### src/sv/sis_pkg.sv
// Shared types and codes for the sorted insert stack.
`default_nettype none
package sis_pkg;

    // Operation codes carried in the input tuser
    localparam logic [1:0] MODE_PUSH = 2'd0;
    localparam logic [1:0] MODE_POP  = 2'd1;
    localparam logic [1:0] MODE_PEEK = 2'd2;

    // Status codes returned with each result word
    localparam logic [1:0] ST_OK    = 2'd0;
    localparam logic [1:0] ST_FULL  = 2'd1;
    localparam logic [1:0] ST_EMPTY = 2'd2;

    localparam int MODE_W   = 2;
    localparam int STATUS_W = 2;

    // Per-cycle command broadcast to every cell of the chain
    typedef struct packed {
        logic push;
        logic pop;
    } sis_ctrl_t;

endpackage
`default_nettype wire

### src/sv/sis_cell.sv
// One storage cell of the sorted chain: compares, inserts and shifts.
`default_nettype none
module sis_cell #(
    parameter int DATA_WIDTH = 32
) (
    input  wire                    aclk,
    input  wire sis_pkg::sis_ctrl_t ctrl,
    input  wire                    occ,        // cell holds a live entry
    input  wire [DATA_WIDTH-1:0]   value,      // value being pushed
    input  wire                    prev_take,  // neighbor toward the top takes
    input  wire [DATA_WIDTH-1:0]   prev_data,  // neighbor toward the top
    input  wire [DATA_WIDTH-1:0]   next_data,  // neighbor toward the bottom
    output logic                   take,
    output logic [DATA_WIDTH-1:0]  data
);

    logic [DATA_WIDTH-1:0] data_reg;
    logic [DATA_WIDTH-1:0] data_next;

    // Cell is at or below the insert point when it is free or not above the value
    assign take = !occ || ($signed(data_reg) <= $signed(value));
    assign data = data_reg;

    // Insert: shift down from the neighbor, or land the new value at the boundary.
    // Remove: pull up from the neighbor below.
    always_comb begin
        data_next = data_reg;
        if (ctrl.push) begin
            if (take) begin
                data_next = prev_take ? prev_data : value;
            end
        end else if (ctrl.pop) begin
            data_next = next_data;
        end
    end

    always_ff @(posedge aclk) begin
        data_reg <= data_next;
    end

endmodule
`default_nettype wire

### config.mk
export PLATFORM = sky130hd
export DESIGN_NAME = sis_cell
export DESIGN_NICKNAME = d
export VERILOG_FILES = /design/src/sv/sis_pkg.sv /design/src/sv/sis_cell.sv
export SDC_FILE = /design/constraint.sdc
export NUM_CORES = 1
export LEC_CHECK = 0
export BUFFER_PORTS_ARGS = -buffer_cell sky130_fd_sc_hd__buf_2
export CORE_ASPECT_RATIO = 1.5
export CORE_MARGIN = 2
export CORE_UTILIZATION = 40
export DETAILED_ROUTE_END_ITERATION = 8
export PLACE_DENSITY_LB_ADDON = 0.12
export SETUP_SLACK_MARGIN = 0.02
export SKIP_LAST_GASP = 1
export SLEW_MARGIN = 10
export SYNTH_ARGS = -nofsm -noshare
export SYNTH_HDL_FRONTEND = slang
export SYNTH_SLANG_ARGS = --single-unit
### constraint.sdc
create_clock -name aclk -period 4 [get_ports aclk]
set_input_delay 0.6 -clock aclk [delete_from_list [all_inputs] [get_ports aclk]]
set_output_delay 0.6 -clock aclk [all_outputs]
set_load 0.05 [all_outputs]
==> out/qor.yml, run 1 <==
clock_network:
  clock_latency_ns: 0.27
  cts_tree: "yes"
  cts.repair.resized: 0
  ctsHoldBuffers: 0
  cts.clk_slew.worst_paths_ns: 0.06
  postCtsSetupBuffers: 0
  numClockSinks: 32
  max-clock-path-buffers: 2
  htreeDepth: 2
  cts_buffers: 5
  clock-root-buffer: "clkbuf_8"
timing:
  rsz0062_at_grt: "no"
  final.setup.tns_ns: 0
  tightest_slew_ns: 1.11
  setup_viol: 0
  finalCriticalPeriod_ns: 3.23
  finClkSkew_ns: 0.00543
  drv_slew: 0
  final.period_utilization: 0.808
  fmax_mhz: 309
  hold_ws_ns: 0.640
  max_slew_margin: 0.257
  hold_viol_final: 0
worst_setup_path:
  path_class: "primary input to output port"
  crit_cells: 10
  cp-end-kind: "output port"
  reg2reg_slack_ns: 1.00
  cp.buffers_inverters: 3
  critPathTopFamily: "compound AO/OA/AOI/OAI gates"
  crit_chain: "buf_2 > inv_1 > ha_1 > a21oi_1 > o21ai_0 > a221o_1 > o31a_2 > o21a_1 > o21ai_0 > buf_2"
  startpoint_type: "primary input"
  critical_path_peak_fanout: 3
  critPathMaxStageDelay_ns: 0.38
  reg2reg_from: "data[31]$_DFFE_PP_"
  rr_worst_depth: 8
  rr_endpoint: "data[20]$_DFFE_PP_"
  worstPathArrival_ns: 2.63
  slowest_stage: "o31a_2"
  cp.required_ns: 3.40
synthesis:
  avgSynthCellArea_um2: 9.53
  yosys.area_share.xor_xnor: 0
  ys_types: 30
  synth_cells: 261
  synthAdderAreaFrac: 0.161
  synth_edf_count: 32
  synth_compound_area_frac: 0.144
  yosysSeqAreaShare: 0.386
  netlist_area_um2: 2490
  synthDominantCellAreaShare: 0.386
  synthTopCellsByArea: "edfxtp_1, ha_1, mux2i_1"
  yosys-top-cells-count: "a21oi_1, nor2_1, inv_1"
  async_flop_share: 0
  synth_top_family_by_area: "adder cells"
  synth.most_common_cell: "a21oi_1"
  post-synth-top-area-cell: "edfxtp_1"
  synth_seq_cells: 32
  synth_ff_type: "edfxtp_1"
  ys_warn_count: 0
  synthSimpleGateAreaFrac: 0.113
  synthMuxAreaShare: 0.129
  synth_fp_nets: 394
floorplanning:
  std_cell_rows: 35
  die_height_um: 101
  die_w_um: 68.4
  die-area_um2: 6880
  ios: 134
  coreArea_um2: 6090
  initial_core_util: 0.409
route:
  drtIter0Drc: 58
  via_per_inst: 4.93
  ant_nets: 0
  routedWlPerCell_um: 12.9
  drcViolationCount: 0
  routed_wl_um: 6020
  dr_total_vias: 2294
  firstDrtPassIters: 4
finish:
  area_growth_pct: 32.9
  drive_gt1_frac: 0.371
  largest_register_ffs: 32
  nNetsFinal: 524
  n_antenna_cell: 0
  finalNonFillerCells: 465
  n_fill_cell: 581
hold_path:
  min_path_type: "primary input to flop"
  min_from: "next_data[24]"
  whs_path_depth: 3
  min_to: "data[24]$_DFFE_PP_"
global_route:
  track_usage: 0.184
  grt_max_degree: 68
  overflow: 0
  first_global_vias: 2181
  antenna_found_initial: 0
  grt_first_pass_wirelength_um: 9520
place:
  hpwl_um: 4880
  port_buffers: 133
  routabilityCongestion: 0.765
  dp.cells: 458
power:
  ir_drop_uv: 196
  cellLeakagePower_nw: 1.70
  pwr_density_cell_nw_per_um2: 340
run_status:
  outcome: "complete, no violations"
job:
  cap_viol_max_count: 0
-- metal layers --
layer	wire length, µm	track usage	part of all wire
met3	377	0.0436	0.063
met2	3320	0.335	0.55
met1	2240	0.201	0.37
met4	78	0.0615	0.013
met5	0	0	0
-- worst max-delay path by stage --
stage,from,endpoint,slack [ns]
final,value[7],take,0.77
after global placement,value[31],data[28]$_DFFE_PP_,0.70
after global routing,value[5],take,0.56
after detailed placement,value[31],data[28]$_DFFE_PP_,0.63
after floorplan,data[14]$_DFFE_PP_,data[0]$_DFFE_PP_,0.12
after CTS,value[7],take,0.76
-- placed cells by master (no fill, tap or decap), drive strengths merged --
| cell | n |
|---|---|
| a31oi | 1 |
| a21oi | 45 |
| a211oi | 2 |
| nor2b | 1 |
| nor3 | 2 |
| mux2i | 32 |
| nand3 | 3 |
| o21a | 1 |
| ha | 32 |
| a22oi | 1 |
| edfxtp | 32 |
| and3 | 1 |
| clkbuf | 5 |
| buf | 134 |
| clkinv | 2 |
| nand2 | 6 |
| o21ai | 4 |
| nand4 | 8 |
| a2bb2o | 1 |
| nor2 | 37 |
| o211ai | 2 |
| a2111oi | 1 |
| inv | 33 |
| a21o | 1 |
| nand3b | 1 |
| nor4 | 1 |
| o31a | 1 |
| a221o | 1 |
-- area by class of cell --
type	instances	area [µm²]	share of cell area
clock inverter	2	7.51	0.00227
multi-input combinational	185	1370	0.413
sequential	32	961	0.291
timing repair buffer	134	686	0.207
clock buffer	5	68.8	0.0208
inverter	33	124	0.0375
tap	74	92.6	0.0280
-- stage by stage --
| step | total power [mW] | utilization | area [µm²] | worst slack [ns] |
|---|---|---|---|---|
| finish | 1.12 | 0.543 | 3310 | 0.768 |
| global route | 1.20 | 0.543 | 3310 | 0.559 |
| CTS | 1.14 | 0.543 | 3310 | 0.761 |
| detailed placement | 0.911 | 0.531 | 3230 | 0.628 |
| global placement | 0.906 | 0.531 | 3230 | 0.699 |
| floorplan | 0.764 | - | 2490 | 0.124 |
-- worst min-delay path: cells and delay by family --
| family | cells | cell delay (ns) |
|---|---|---|
| AND/OR/NAND/NOR | 1 | 0.03 |
| AO/OA/AOI/OAI | 1 | 0.09 |
| buffers and inverters | 1 | 0.07 |
-- cells by family (layout without fill, tap and decap cells) --
kind of cell / count (synthesis) / after routing
and+or+nand+nor: 60 / 60
AOI/OAI and AO/OA: 61 / 61
buffers and inverters: 44 / 174
adders and majority gates: 32 / 32
muxes: 32 / 32
DFF: 32 / 32
-- power breakdown --
part	leakage (nW)	internal, mW	switching [mW]
combinational	1.34	0.154	0.299
sequential	0.315	0.423	0.0214
clock	0.0391	0.115	0.112
total	1.70	0.692	0.432
(Power assumes the default switching activity.)
==> inputs of run 2 (changes only) <==
- ABC_AREA: default -> 1
- clock period: 4 -> 3.3 ns (I/O delays scaled with it)
==> out/qor.yml, run 2 <==
run_status:
  outcome: "complete, no violations"  # unchanged
synthesis:
  synth_fp_nets: 454  # was 394
  synthDominantCellAreaShare: 0.386  # about the same
  synth_seq_cells: 32  # unchanged
  ys_warn_count: 0  # unchanged
  synth.most_common_cell: "nand2_1"  # was a21oi_1
  synth_edf_count: 32  # unchanged
  synth_cells: 321  # was 261
  synthTopCellsByArea: "edfxtp_1, ha_1, nand2_1"  # was edfxtp_1, ha_1, mux2i_1
  synth_ff_type: "edfxtp_1"  # unchanged
  netlist_area_um2: 2490  # about the same
  avgSynthCellArea_um2: 7.76  # was 9.53 µm²
  yosysSeqAreaShare: 0.386  # about the same
  async_flop_share: 0  # unchanged
  ys_types: 23  # was 30
  yosys-top-cells-count: "nand2_1, o21ai_1, nor2_1"  # was a21oi_1, nor2_1, inv_1
  post-synth-top-area-cell: "edfxtp_1"  # unchanged
hold_path:
  min_path_type: "primary input to flop"  # unchanged
route:
  via_per_inst: 4.78  # was 4.93
  firstDrtPassIters: 4  # unchanged
  drtIter0Drc: 56  # was 58
  routedWlPerCell_um: 12.7  # was 12.9 µm
  ant_nets: 0  # unchanged
  dr_total_vias: 2510  # was 2294
  drcViolationCount: 0  # unchanged
  routed_wl_um: 6650  # was 6020 µm
clock_network:
  cts.clk_slew.worst_paths_ns: 0.07  # was 0.06 ns
  ctsHoldBuffers: 0  # unchanged
  cts_tree: "yes"  # unchanged
  numClockSinks: 32  # unchanged
  cts.repair.resized: 0  # unchanged
  clock-root-buffer: "clkbuf_8"  # unchanged
  postCtsSetupBuffers: 0  # unchanged
  htreeDepth: 2  # unchanged
  cts_buffers: 5  # unchanged
  clock_latency_ns: 0.28  # was 0.27 ns
  max-clock-path-buffers: 2  # unchanged
finish:
  drive_gt1_frac: 0.341  # was 0.371
  layout_common_cells: "buf_2, nand2_1, o21ai_1"  # was buf_2, a21oi_1, nor2_1
  multi_input_area_um2: 1310  # was 1370 µm²
  final_common_cell: "buf_2"  # unchanged
  n_fill_cell: 626  # was 581
  largest_register_ffs: 32  # unchanged
  finalInstanceArea_um2: 3280  # was 3310 µm²
  nNetsFinal: 584  # was 524
  area_growth_pct: 31.7  # was 32.9%
  n_antenna_cell: 0  # unchanged
  regArea_um2: 961  # unchanged
worst_setup_path:
  path_class: "flop to output port"  # was primary input to output port
  worstPathArrival_ns: 2.03  # was 2.63 ns
  startpoint_type: "flop"  # was primary input
  cp.required_ns: 2.80  # was 3.40 ns
  cp-end-kind: "output port"  # unchanged
  critical_path_peak_fanout: 4  # was 3
global_route:
  track_usage: 0.199  # was 0.184
  overflow: 0  # unchanged
  grt_max_degree: 35  # was 68
  grt_first_pass_wirelength_um: 10600  # was 9520 µm
  first_global_vias: 2464  # was 2181
  antenna_found_initial: 0  # unchanged
timing:
  fmax_mhz: 396
  tightest_slew_ns: 0.631  # was 1.11 ns
  drv_slew: 0  # unchanged
  rsz0062_at_grt: "no"  # unchanged
  setup_viol: 0  # unchanged
  max_slew_margin: 0.579  # was 0.257
  finalCriticalPeriod_ns: 2.52
  final.setup.tns_ns: 0  # unchanged
  final.period_utilization: 0.765
  hold_viol_final: 0  # unchanged
  finClkSkew_ns: 0.00419  # was 0.00543 ns
floorplanning:
  ios: 134  # unchanged
  die-area_um2: 6890  # was 6880 µm²
  die_w_um: 68.5  # was 68.4 µm
  coreArea_um2: 6090  # unchanged
  die_height_um: 101  # about the same
  std_cell_rows: 35  # unchanged
  initial_core_util: 0.409  # about the same
place:
  routabilityCongestion: 0.744  # was 0.765
  port_buffers: 133  # unchanged
  hpwl_um: 5040  # was 4880 µm
  placed_cell_area_um2: 3210  # was 3230 µm²
power:
  cellLeakagePower_nw: 1.74  # was 1.70 nW
  pwr_density_cell_nw_per_um2: 407  # was 340 nW/µm²
  ir_drop_uv: 209  # was 196 µV
job:
  cap_viol_max_count: 0  # unchanged
run 2: cell types whose count changed after synthesis, sizes merged, moves of 3 or more:
cell,previous run,this run
inv,33,43
o21ai,4,66
nand4,8,2
nand2,6,70
clkbuf,7,10
mux2i,32,0
nor2,37,40
a21oi,45,14
run 2: worst paths after layout:
check                                   startpoint                 end  slack (ns)  depth (start not counted)
worst max-delay path            data[31]$_DFFE_PP_                take        0.78                         10
worst min-delay path                 next_data[13]  data[13]$_DFFE_PP_        0.50                          3
worst max register to register  data[31]$_DFFE_PP_  data[24]$_DFFE_PP_        1.10                         12
worst min register to register  data[31]$_DFFE_PP_   data[0]$_DFFE_PP_        1.25                          7
run 2: final cells by class:
type / instances / area share
timing repair buffer: 135 / 0.207
clock inverter: 1 / 0.00152
tap: 74 / 0.0282
sequential: 32 / 0.293
clock buffer: 6 / 0.0221
multi-input combinational: 234 / 0.399
inverter: 43 / 0.0492
run 2: logic make-up after synthesis:
logic type / count (synthesis) / share of synthesized area
fa+ha+maj: 32 / 0.161
buf+inv: 55 / 0.0889
simple gates: 118 / 0.192
compound gates: 84 / 0.173
flops: 32 / 0.386
run 2: critical path, cell delays in order (launching register included):
cell      delay, ns
edfxtp_1       0.40
ha_1           0.35
nand2_1        0.09
nor2_2         0.15
nand2_2        0.08
nor2_2         0.14
nand2_1        0.10
nand2_1        0.06
nand2_1        0.05
nand3_2        0.06
buf_2          0.27
run 2: power by group:
| part | internal (mW) | total [mW] | switching, mW | leakage [nW] |
|---|---|---|---|---|
| Sequential | 0.510 | 0.534 | 0.0246 | 0.317 |
| Clock | 0.143 | 0.283 | 0.140 | 0.0410 |
| Combinational | 0.164 | 0.518 | 0.354 | 1.38 |
run 2: metrics by stage:
step | instances | util | hold WS, ns | total power, mW | setup slack (ns)
CTS | 525 | 0.539 | 0.492 | 1.36 | 0.761
global route | 525 | 0.539 | 0.498 | 1.43 | 0.603
finish | 525 | 0.539 | 0.499 | 1.34 | 0.776
global placement | 518 | 0.527 | 0.775 | 1.06 | 0.838
detailed placement | 518 | 0.527 | 0.784 | 1.07 | 0.842
floorplan | 321 | - | 0.693 | 0.902 | 0.333
run 2: routing by layer:
layer / vias to the layer above / global-route usage / part of all wire
met5: - / 0 / 0
met4: 0 / 0.0369 / 0.0081
met3: 5 / 0.0469 / 0.062
met2: 76 / 0.365 / 0.52
met1: 1101 / 0.228 / 0.41
li1: 1328 / - / -
